<file path="src/hw/rtl/skrb_pkg.sv">
// shared types, constants and the microcode table of the range brake filter
// no dependencies; used by every module of the block
package skrb_pkg;

	// field and storage widths fixed by the interface
	localparam int DIST_W = 16;
	localparam int VAR_W = 24;
	localparam int CFG_W = 24;
	localparam int CFG_IDX_W = 2;

	// default fixed-point formats
	localparam int EST_FRAC_BITS_DEF = 8;
	localparam int COV_FRAC_BITS_DEF = 16;

	// register reset values
	localparam logic [VAR_W-1:0] PROCESS_NOISE_RST = 24'd98304;
	localparam logic [VAR_W-1:0] MEASUREMENT_NOISE_RST = 24'd65536;
	localparam logic [DIST_W-1:0] MAX_RANGE_RST = 16'd8000;
	localparam logic [DIST_W-1:0] BRAKE_MM_RST = 16'd3000;
	localparam logic [VAR_W-1:0] VARIANCE_RST = 24'd9830;
	localparam logic [DIST_W-1:0] ESTIMATE_RST_MM = 16'd10000;

	// divide by ten for 24-bit values: multiply by ceil(2^27 / 10), keep the top
	localparam logic [VAR_W-1:0] DIV10_MUL = 24'hCCCCCD;
	localparam int DIV10_SHIFT = 27;

	// register indexes
	localparam logic [CFG_IDX_W-1:0] REG_PROCESS_NOISE = 2'd0;
	localparam logic [CFG_IDX_W-1:0] REG_MEASUREMENT_NOISE = 2'd1;
	localparam logic [CFG_IDX_W-1:0] REG_MAX_RANGE = 2'd2;
	localparam logic [CFG_IDX_W-1:0] REG_BRAKE_MM = 2'd3;

	// microcode store
	localparam int UC_DEPTH = 8;
	localparam int PC_W = $clog2(UC_DEPTH);

	localparam logic [PC_W-1:0] ST_IDLE = 3'd0;
	localparam logic [PC_W-1:0] ST_SETUP = 3'd1;
	localparam logic [PC_W-1:0] ST_DIV = 3'd2;
	localparam logic [PC_W-1:0] ST_MAG = 3'd3;
	localparam logic [PC_W-1:0] ST_MUL_EST = 3'd4;
	localparam logic [PC_W-1:0] ST_MUL_VAR = 3'd5;
	localparam logic [PC_W-1:0] ST_COMMIT = 3'd6;
	localparam logic [PC_W-1:0] ST_RETURN = 3'd7;

	// datapath operations
	typedef enum logic [2:0] {
		OP_NOP,
		OP_LOAD,
		OP_SETUP,
		OP_DIV,
		OP_MAG,
		OP_MUL_EST,
		OP_MUL_VAR,
		OP_COMMIT
	} op_t;

	// jump conditions: a true condition loads the target, else the next step
	typedef enum logic [2:0] {
		C_NEXT,
		C_ALWAYS,
		C_WAIT_IN,
		C_LOOP,
		C_WAIT_OUT
	} cond_t;

	typedef struct packed {
		op_t op;
		cond_t cond;
		logic [PC_W-1:0] target;
		logic cnt_load;
	} uword_t;

	// configuration registers as seen by the datapath
	typedef struct packed {
		logic [VAR_W-1:0] process_noise;
		logic [VAR_W-1:0] measurement_noise;
		logic [DIST_W-1:0] max_range_mm;
		logic [DIST_W-1:0] brake_mm;
	} cfg_t;

	// sequencer to datapath
	typedef struct packed {
		op_t op;
		logic fire;
	} ctrl_t;

	// datapath to sequencer
	typedef struct packed {
		logic in_range;
		logic out_free;
	} status_t;

	// the update program
	function automatic uword_t ucode_rom(input logic [PC_W-1:0] pc);
		uword_t w;
		w = '{op: OP_NOP, cond: C_ALWAYS, target: ST_IDLE, cnt_load: 1'b0};
		case (pc)
			ST_IDLE: w = '{op: OP_LOAD, cond: C_WAIT_IN, target: ST_IDLE, cnt_load: 1'b0};
			ST_SETUP: w = '{op: OP_SETUP, cond: C_NEXT, target: ST_IDLE, cnt_load: 1'b1};
			ST_DIV: w = '{op: OP_DIV, cond: C_LOOP, target: ST_DIV, cnt_load: 1'b0};
			ST_MAG: w = '{op: OP_MAG, cond: C_NEXT, target: ST_IDLE, cnt_load: 1'b0};
			ST_MUL_EST: w = '{op: OP_MUL_EST, cond: C_NEXT, target: ST_IDLE, cnt_load: 1'b0};
			ST_MUL_VAR: w = '{op: OP_MUL_VAR, cond: C_NEXT, target: ST_IDLE, cnt_load: 1'b0};
			ST_COMMIT: w = '{op: OP_COMMIT, cond: C_WAIT_OUT, target: ST_COMMIT, cnt_load: 1'b0};
			ST_RETURN: w = '{op: OP_NOP, cond: C_ALWAYS, target: ST_IDLE, cnt_load: 1'b0};
			default: w = '{op: OP_NOP, cond: C_ALWAYS, target: ST_IDLE, cnt_load: 1'b0};
		endcase
		return w;
	endfunction

endpackage

</file>
<file path="src/hw/rtl/skrb_sequencer.sv">
// microcode sequencer: step counter, loop counter and jump logic
// depends on skrb_pkg for the control word format and the program
module skrb_sequencer #(
	parameter int COV_FRAC_BITS = skrb_pkg::COV_FRAC_BITS_DEF
) (
	input  logic                clk,
	input  logic                arst_n,
	input  logic                in_valid,
	output logic                in_ready,
	input  skrb_pkg::status_t   status,
	output skrb_pkg::ctrl_t     ctrl
);
	import skrb_pkg::*;

	localparam int CNT_W = $clog2(COV_FRAC_BITS + 1);

	logic [PC_W-1:0] pc_q;
	logic [CNT_W-1:0] cnt_q;
	uword_t word;
	logic jump;

	// current control word
	assign word = ucode_rom(pc_q);
	assign in_ready = (word.op == OP_LOAD);

	// operation enable per step
	always_comb begin
		ctrl.op = word.op;
		case (word.op)
			OP_LOAD: ctrl.fire = in_valid;
			OP_COMMIT: ctrl.fire = status.out_free;
			default: ctrl.fire = 1'b1;
		endcase
	end

	// jump condition
	always_comb begin
		case (word.cond)
			C_NEXT: jump = 1'b0;
			C_ALWAYS: jump = 1'b1;
			C_WAIT_IN: jump = !(in_valid && status.in_range);
			C_LOOP: jump = (cnt_q != '0);
			C_WAIT_OUT: jump = !status.out_free;
			default: jump = 1'b1;
		endcase
	end

	// step and loop counters
	always_ff @(posedge clk or negedge arst_n) begin
		if (!arst_n) begin
			pc_q <= ST_IDLE;
			cnt_q <= '0;
		end else begin
			pc_q <= jump ? word.target : pc_q + 1'b1;
			if (word.cnt_load) begin
				cnt_q <= CNT_W'(COV_FRAC_BITS);
			end else if (word.cond == C_LOOP && cnt_q != '0) begin
				cnt_q <= cnt_q - 1'b1;
			end
		end
	end

endmodule

</file>
<file path="src/hw/rtl/skrb_datapath.sv">
// filter datapath: gain divider, shared multiplier, filter state and result register
// depends on skrb_pkg; skrb_sequencer drives one operation per cycle unless stalled
module skrb_datapath #(
	parameter int EST_FRAC_BITS = skrb_pkg::EST_FRAC_BITS_DEF,
	parameter int COV_FRAC_BITS = skrb_pkg::COV_FRAC_BITS_DEF
) (
	input  logic                              clk,
	input  logic                              arst_n,
	input  skrb_pkg::ctrl_t                   ctrl,
	input  skrb_pkg::cfg_t                    cfg,
	input  logic                              var_load,
	input  logic [skrb_pkg::VAR_W-1:0]        var_load_data,
	input  logic [skrb_pkg::DIST_W-1:0]       distance_mm,
	output skrb_pkg::status_t                 status,
	output logic                              out_valid,
	input  logic                              out_ready,
	output logic [skrb_pkg::DIST_W-1:0]       filtered_mm,
	output logic                              brake
);
	import skrb_pkg::*;

	localparam int EST_W = DIST_W + EST_FRAC_BITS;
	localparam int PRIOR_W = VAR_W + 1;
	localparam int DEN_W = VAR_W + 2;
	localparam int REM_W = VAR_W + 3;
	localparam int GAIN_W = COV_FRAC_BITS + 1;
	localparam int MB_W = (EST_W > PRIOR_W) ? EST_W : PRIOR_W;
	localparam int PROD_W = GAIN_W + MB_W;
	localparam int D10_W = 2 * VAR_W + 4;
	localparam logic [EST_W-1:0] EST_RST = EST_W'(ESTIMATE_RST_MM) << EST_FRAC_BITS;

	// filter state
	logic [EST_W-1:0] est_q, older_q;
	logic [VAR_W-1:0] var_q;
	// working registers
	logic [EST_W-1:0] meas_q, mag_q, step_q;
	logic [PRIOR_W-1:0] prior_q, shrink_q;
	logic [DEN_W-1:0] denom_q;
	logic den_zero_q;
	logic [REM_W-1:0] rem_q;
	logic [GAIN_W-1:0] gain_q;
	logic sign_q;
	// result register
	logic out_valid_q, brake_q;
	logic [DIST_W-1:0] filtered_q;

	logic do_load, do_setup, do_div, do_mag, do_mul_est, do_mul_var, do_commit;
	logic [DEN_W-1:0] denom;
	logic div_ge;
	logic [REM_W-1:0] div_diff;
	logic [MB_W-1:0] mul_b;
	logic [PROD_W-1:0] prod, prod_sh;
	logic [EST_W-1:0] new_est, thr;
	logic [PRIOR_W-1:0] var_diff;
	logic [VAR_W-1:0] new_var;
	logic new_brake;
	logic [D10_W-1:0] div10;

	assign do_load = ctrl.fire && ctrl.op == OP_LOAD;
	assign do_setup = ctrl.fire && ctrl.op == OP_SETUP;
	assign do_div = ctrl.fire && ctrl.op == OP_DIV;
	assign do_mag = ctrl.fire && ctrl.op == OP_MAG;
	assign do_mul_est = ctrl.fire && ctrl.op == OP_MUL_EST;
	assign do_mul_var = ctrl.fire && ctrl.op == OP_MUL_VAR;
	assign do_commit = ctrl.fire && ctrl.op == OP_COMMIT;

	// status towards the sequencer
	assign status.in_range = (distance_mm <= cfg.max_range_mm);
	assign status.out_free = !out_valid_q || out_ready;

	// gain denominator
	assign denom = DEN_W'(prior_q) + DEN_W'(cfg.measurement_noise);

	// one restoring division step, a zero denominator gives a zero gain
	assign div_ge = (rem_q >= REM_W'(denom_q)) && !den_zero_q;
	assign div_diff = div_ge ? rem_q - REM_W'(denom_q) : rem_q;

	// shared multiplier, gain times magnitude or gain times prior
	assign mul_b = (ctrl.op == OP_MUL_VAR) ? MB_W'(prior_q) : MB_W'(mag_q);
	assign prod = PROD_W'(gain_q) * PROD_W'(mul_b);
	assign prod_sh = prod >> COV_FRAC_BITS;

	// new estimate, variance and brake decision
	assign new_est = sign_q ? est_q + step_q : est_q - step_q;
	assign var_diff = (shrink_q >= prior_q) ? '0 : prior_q - shrink_q;
	assign new_var = var_diff[PRIOR_W-1] ? {VAR_W{1'b1}} : var_diff[VAR_W-1:0];
	assign thr = EST_W'(cfg.brake_mm) << EST_FRAC_BITS;
	assign new_brake = (new_est < thr) && (est_q < thr) && (older_q < thr);

	// variance reload on a process noise write
	assign div10 = D10_W'(var_load_data) * D10_W'(DIV10_MUL);

	// filter state
	always_ff @(posedge clk or negedge arst_n) begin
		if (!arst_n) begin
			est_q <= EST_RST;
			older_q <= EST_RST;
			var_q <= VARIANCE_RST;
		end else begin
			if (do_commit) begin
				older_q <= est_q;
				est_q <= new_est;
			end
			if (var_load) begin
				var_q <= VAR_W'(div10 >> DIV10_SHIFT);
			end else if (do_commit) begin
				var_q <= new_var;
			end
		end
	end

	// working registers
	always_ff @(posedge clk) begin
		if (do_load) begin
			meas_q <= EST_W'(distance_mm) << EST_FRAC_BITS;
			prior_q <= PRIOR_W'(var_q) + PRIOR_W'(cfg.process_noise);
		end
		if (do_setup) begin
			denom_q <= denom;
			den_zero_q <= (denom == '0);
			rem_q <= REM_W'(prior_q);
			gain_q <= '0;
		end
		if (do_div) begin
			rem_q <= {div_diff[REM_W-2:0], 1'b0};
			gain_q <= {gain_q[GAIN_W-2:0], div_ge};
		end
		if (do_mag) begin
			sign_q <= (meas_q >= est_q);
			mag_q <= (meas_q >= est_q) ? meas_q - est_q : est_q - meas_q;
		end
		if (do_mul_est) begin
			step_q <= EST_W'(prod_sh);
		end
		if (do_mul_var) begin
			shrink_q <= PRIOR_W'(prod_sh);
		end
	end

	// result register
	always_ff @(posedge clk or negedge arst_n) begin
		if (!arst_n) begin
			out_valid_q <= 1'b0;
		end else if (do_commit) begin
			out_valid_q <= 1'b1;
		end else if (out_ready) begin
			out_valid_q <= 1'b0;
		end
	end

	always_ff @(posedge clk) begin
		if (do_commit) begin
			filtered_q <= new_est[EST_W-1:EST_FRAC_BITS];
			brake_q <= new_brake;
		end
	end

	assign out_valid = out_valid_q;
	assign filtered_mm = filtered_q;
	assign brake = brake_q;

endmodule

</file>
<file path="src/hw/rtl/scalar_kalman_range_brake.sv">
// Scalar Kalman range filter with brake detection. Each accepted range reading in
// millimetres either is dropped (above max_range_mm, no result) or runs a one-dimensional
// Kalman update and gives the filtered distance and a brake flag set when the last three
// estimates lie below brake_mm. A microcoded sequencer runs the update as load, setup,
// the bit-serial gain division, which resolves one quotient bit per cycle for a gain of
// COV_FRAC_BITS + 1 bits, magnitude, the two multiplies and commit; one update runs at a
// time, so a new request is taken only once the sequencer is back at its idle step. The next
// request is taken while a result waits in the output register; that update then holds
// at its commit step until the output register is free. Writing process_noise reloads
// the error variance with one tenth of the written value. The user must write registers
// only while the block is idle; the block itself does not enforce this.
// top level: configuration registers, sequencer and datapath
// depends on skrb_pkg, skrb_sequencer and skrb_datapath
module scalar_kalman_range_brake #(
	parameter int EST_FRAC_BITS = skrb_pkg::EST_FRAC_BITS_DEF,
	parameter int COV_FRAC_BITS = skrb_pkg::COV_FRAC_BITS_DEF
) (
	input  logic                              clk,
	input  logic                              arst_n,
	input  logic                              cfg_we,
	input  logic [skrb_pkg::CFG_IDX_W-1:0]    cfg_index,
	input  logic [skrb_pkg::CFG_W-1:0]        cfg_data,
	input  logic                              in_valid,
	output logic                              in_ready,
	input  logic [skrb_pkg::DIST_W-1:0]       distance_mm,
	output logic                              out_valid,
	input  logic                              out_ready,
	output logic [skrb_pkg::DIST_W-1:0]       filtered_mm,
	output logic                              brake
);
	import skrb_pkg::*;

	cfg_t cfg_q;
	ctrl_t ctrl;
	status_t status;
	logic var_load;

	assign var_load = cfg_we && (cfg_index == REG_PROCESS_NOISE);

	// configuration registers
	always_ff @(posedge clk or negedge arst_n) begin
		if (!arst_n) begin
			cfg_q.process_noise <= PROCESS_NOISE_RST;
			cfg_q.measurement_noise <= MEASUREMENT_NOISE_RST;
			cfg_q.max_range_mm <= MAX_RANGE_RST;
			cfg_q.brake_mm <= BRAKE_MM_RST;
		end else if (cfg_we) begin
			case (cfg_index)
				REG_PROCESS_NOISE: cfg_q.process_noise <= cfg_data[VAR_W-1:0];
				REG_MEASUREMENT_NOISE: cfg_q.measurement_noise <= cfg_data[VAR_W-1:0];
				REG_MAX_RANGE: cfg_q.max_range_mm <= cfg_data[DIST_W-1:0];
				REG_BRAKE_MM: cfg_q.brake_mm <= cfg_data[DIST_W-1:0];
				default: ;
			endcase
		end
	end

	// control program
	skrb_sequencer #(
		.COV_FRAC_BITS(COV_FRAC_BITS)
	) u_seq (
		.clk(clk),
		.arst_n(arst_n),
		.in_valid(in_valid),
		.in_ready(in_ready),
		.status(status),
		.ctrl(ctrl)
	);

	// arithmetic and state
	skrb_datapath #(
		.EST_FRAC_BITS(EST_FRAC_BITS),
		.COV_FRAC_BITS(COV_FRAC_BITS)
	) u_dp (
		.clk(clk),
		.arst_n(arst_n),
		.ctrl(ctrl),
		.cfg(cfg_q),
		.var_load(var_load),
		.var_load_data(cfg_data[VAR_W-1:0]),
		.distance_mm(distance_mm),
		.status(status),
		.out_valid(out_valid),
		.out_ready(out_ready),
		.filtered_mm(filtered_mm),
		.brake(brake)
	);

endmodule
</file>
<file path="config.mk">
export PLATFORM = sky130hd
export DESIGN_NAME = scalar_kalman_range_brake
export DESIGN_NICKNAME = d
export VERILOG_FILES = /design/src/hw/rtl/skrb_pkg.sv /design/src/hw/rtl/skrb_sequencer.sv /design/src/hw/rtl/skrb_datapath.sv /design/src/hw/rtl/scalar_kalman_range_brake.sv
export SDC_FILE = /design/constraint.sdc
export NUM_CORES = 2
export LEC_CHECK = 0
export BUFFER_PORTS_ARGS = -buffer_cell sky130_fd_sc_hd__buf_2
export CAP_MARGIN = 20
export CORE_MARGIN = 2
export CORE_UTILIZATION = 60
export DETAILED_ROUTE_END_ITERATION = 10
export HOLD_SLACK_MARGIN = 0.15
export PLACE_DENSITY = 0.79
export RECOVER_POWER = 100
export SLEW_MARGIN = 20
export SYNTH_ARGS = -nofsm -noshare
export SYNTH_HDL_FRONTEND = slang
export SYNTH_SLANG_ARGS = --single-unit
</file>
<file path="constraint.sdc">
create_clock -name clk -period 9.2 [get_ports clk]
set_input_delay 1.38 -clock clk [delete_from_list [all_inputs] [get_ports clk]]
set_output_delay 1.38 -clock clk [all_outputs]
set_load 0.03 [all_outputs]
</file>
==> summary.txt <==
Floorplanning
  – Initial core utilization: 0.6027
  – Core ar.: 75570 sq um
  – Die Y: about 280 um
  – Top-Level Pins: 66
  – Die Footprint: around 78000 sq um
  – Die width: about 280 um
  – # rows: about 100

Detailed routing
  – Routed Antenna Nets: 0
  – Vias: 34057
  – Drt first pass iters: 6
  – Vias/cell: 5.913
  – Routed WL: between 100000 and 150000 um
  – Iteration-0 DRC Markers: ~2800
  – Wire length per cell: 20.51 um
  – Drc violations: 0

GRT
  – Vias in the first global route: roughly 35000
  – Total track usage: 0.3095
  – Total grt overflow: 0
  – Initial antenna violation count: 2
  – First-pass GRT wire length: approximately 190000 um
  – Largest net degree at the start of global routing: 80

Logic synthesis
  – Top_reg_cell synth: edfxtp_1
  – Syn Area/Cell: between 9 and 10 sq um
  – Top cell type by total area after synthesis: fa_1
  – Post-Synthesis Cells: about 4700
  – Most common cell in the synthesized netlist: inv_1
  – Post-Synthesis Cell Area: roughly 46000 sq um
  – Register area share after synthesis: 0.2186
  – Post-synth EDFFs: between 200 and 250
  – Yosys warns: 0
  – Async SR Flop Fraction: 0.4298
  – Multiplexer share of the synthesized area: 0.02566
  – Seq cells post-synth: about 360
  – Synth Area in Simple Gates: 0.1152
  – Main combinational cell family by area after synthesis: adder cells
  – Synth top cells by count: 952 x inv_1, 591 x ha_1, 568 x fa_1, 494 x nand2_1, 202 x edfxtp_1
  – Post-synthesis cell type count: 82
  – Compound-cell area share of the yosys netlist: 0.1062
  – Area share of the largest cell type after synthesis: 0.2497
  – Post-synthesis xor/xnor area fraction: 0.03385
  – Synthesized Nets: approximately 6000
  – Top cells by area, synth: fa_1 25%, ha_1 16%, edfxtp_1 13%
  – Adder-cell share of the synthesized area: 0.4120

Clocking
  – Worst-path clk slew: 0.07 ns
  – Clk_lat worst skew: around 0.60 ns
  – CTS tree: yes
  – CTS Sinks: ~360
  – H-tree levels: 2
  – TritonCTS buffer count: 42
  – Root Buffer: clkbuf_16
  – Clock tree buffer depth: 3

Layout
  – P&R area growth vs syn: 5.766%
  – Share of layout cells above drive strength 1: 0.05061
  – # nets final: roughly 6000
  – Design area: around 48000 sq um
  – # diodes: 0
  – Post-route core utilization: 0.6374
  – Final std cells w/o fill: roughly 5800
  – Fill cell count: about 6000

Worst setup path
  – Critical-path top delay cell: fa_1
  – R2R Path Start: u_seq.pc_q[0]
  – CP arrival: 9.09 ns
  – R2R Setup Slk: ~0.42 ns
  – Worst Setup Start Kind: flop
  – Worst setup EP type: flop
  – Worst Setup SP: u_seq.pc_q[0]
  – Crit Path Class: reg2reg
  – Crit path top cell by count: fa_1
  – Terminus of the critical flop-to-flop path: u_dp.step_q[21]
  – Reg2Reg Depth: 29
  – Biggest cell delay along the critical path: between 0.5 and 0.6 ns
  – Worst EP required: approximately 9.5 ns
  – CP Max Fanout: 17
  – End of the critical path: u_dp.step_q[21]

STA
  – Final min period: 8.779 ns
  – Fin crit share: 0.9543
  – Slew Viols, Final: 601
  – Pin slew with the least headroom to its limit: approximately 4.4 ns
  – RSZ-0062 raised after global routing: false
  – Slew margin rel.: -1.947
  – Worst Clk Skew: 0.05370 ns
  – Final setup fails: 0
  – Max frequency: about 0.11 GHz
  – Final Hold Vio Count: 0
  – Fin Setup TNS: 0 ns

Place
  – DP Area: 46900 sq um
  – Inst Count DP: roughly 5700
  – Dpl hpwl: between 90000 and 100000 um
  – GP Congestion: 0.9570
  – Port bufs: 65

Run
  – MaxCap Viol Count: 13

Run status
  – Failing checks: max-capacitance violations, max-slew violations
  – Status: finished, violations left

Hold path
  – Class of the tightest hold or removal check: reg2reg
==> flip-flops by register name, summed over array words and instances, names as in the netlist <==
register	count
u_dp.step_q	24
cfg_q	80
u_dp.mag_q	24
u_dp.den_zero_q	1
u_seq.pc_q	3
u_dp.filtered_mm	16
u_dp.brake	1
u_dp.older_q	16
u_seq.cnt_q	5
u_dp.shrink_q	25
u_dp.var_q	24
u_dp.out_valid	1
u_dp.meas_q	16
u_dp.gain_q	17
u_dp.est_q	24
u_dp.sign_q	1
u_dp.rem_q	27
u_dp.denom_q	26
u_dp.prior_q	25
==> stage by stage <==
step	worst slack (ns)	hold slack, ns
CTS	0.08969	0.4668
floorplan	0.4488	0.4415
global placement	0.4538	0.4533
detailed placement	0.2361	0.4574
global route	0.03393	0.4808
finish	0.4208	0.4703
==> critical path, delay by kind of cell (launching register included) <==
| kind | cells | cell delay (ns) |
|---|---|---|
| compound gates | 9 | 2.63 |
| mux | 1 | 0.49 |
| fa+ha+maj | 8 | 3.59 |
| buf+inv | 5 | 0.36 |
| simple gates | 6 | 0.89 |
| flops | 1 | 0.50 |
==> cell type report <==
class	count	area, sq um	share of cell area
Clock buffer	52	1130	0.02346
Clock inverter	25	232.7	0.004831
Inverter	956	3588	0.07450
Multi-Input combinational cell	3302	31590	0.6559
Sequential cell	356	9956	0.2067
Tap cell	978	1224	0.02540
Timing Repair Buffer	91	445.4	0.009247
==> placed cells by master (no fill, tap or decap), types with 9 or more instances in the layout <==
cell type   netlist  final
nor2b_1          25     25
mux2_2           85     84
ha_1            591    591
a22oi_1          11     11
dfstp_2          33     32
nor3_1           54     53
nor2_1          140    138
o21a_1           24     24
o31ai_1          17     17
xor2_1           59     59
a21oi_1         201    199
buf_2             1     27
and2_1          175    172
a211oi_1         27     27
xnor2_1         117    116
nand3_1          40     40
nand2_1         494    494
o21bai_1         28     28
fa_1            568    568
and3_1           35     35
clkinvlp_4        0      9
nand4_1          39     39
o21ai_0          73    150
edfxtp_1        202    202
nor4_1           13     14
dfrtp_1         120    120
buf_4             1     12
clkbuf_1        108     56
o211ai_1         25     25
mux2i_1          20     20
inv_1           952    953
or4_1            10     10
o21ai_1         120     43
or3_1            13     13
a21o_1           99     99
nand2b_1         31     31
a31oi_1          27     27
clkbuf_16         0     43
==> cell families after synthesis <==
| logic type | after synthesis |
|---|---|
| adder cells (fa/ha/maj) | 1159 |
| AND/OR/NAND/NOR | 1101 |
| buffers and inverters | 1072 |
| AO/OA/AOI/OAI | 760 |
| flip-flops | 356 |
| XOR/XNOR | 176 |
| multiplexers | 106 |
==> worst min-delay path by stage <==
stage	start	end	slack (ns)	cells after the start
4_1_cts	cfg_q[71]	cfg_q[71]	0.47	2
3_5_place_dp	cfg_q[71]	cfg_q[71]	0.46	2
5_1_grt	cfg_q[71]	cfg_q[71]	0.48	2
2_1_floorplan	cfg_q[71]	cfg_q[71]	0.44	2
6_report	cfg_q[71]	cfg_q[71]	0.47	2
3_3_place_gp	cfg_q[71]	cfg_q[71]	0.45	2
==> metal layers <==
metal | vias to the layer above | part of all wire | track usage
met5 | - | 0 | 0
met3 | 298 | 0.071 | 0.04754
li1 | 15510 | - | -
met1 | 16976 | 0.41 | 0.4019
met4 | 0 | 0.040 | 0.1190
met2 | 1273 | 0.48 | 0.5245
==> what timing repair did <==
item,in CTS,in global routing
resized for setup,0,3
buffers inserted,0,1
endpoints found under the hold margin,0,0
hold buffers,0,0
endpoints found under the setup margin,0,23
Power is not shown: default switching activity piles up to over one toggle a cycle in this logic, so the estimate is an artifact.
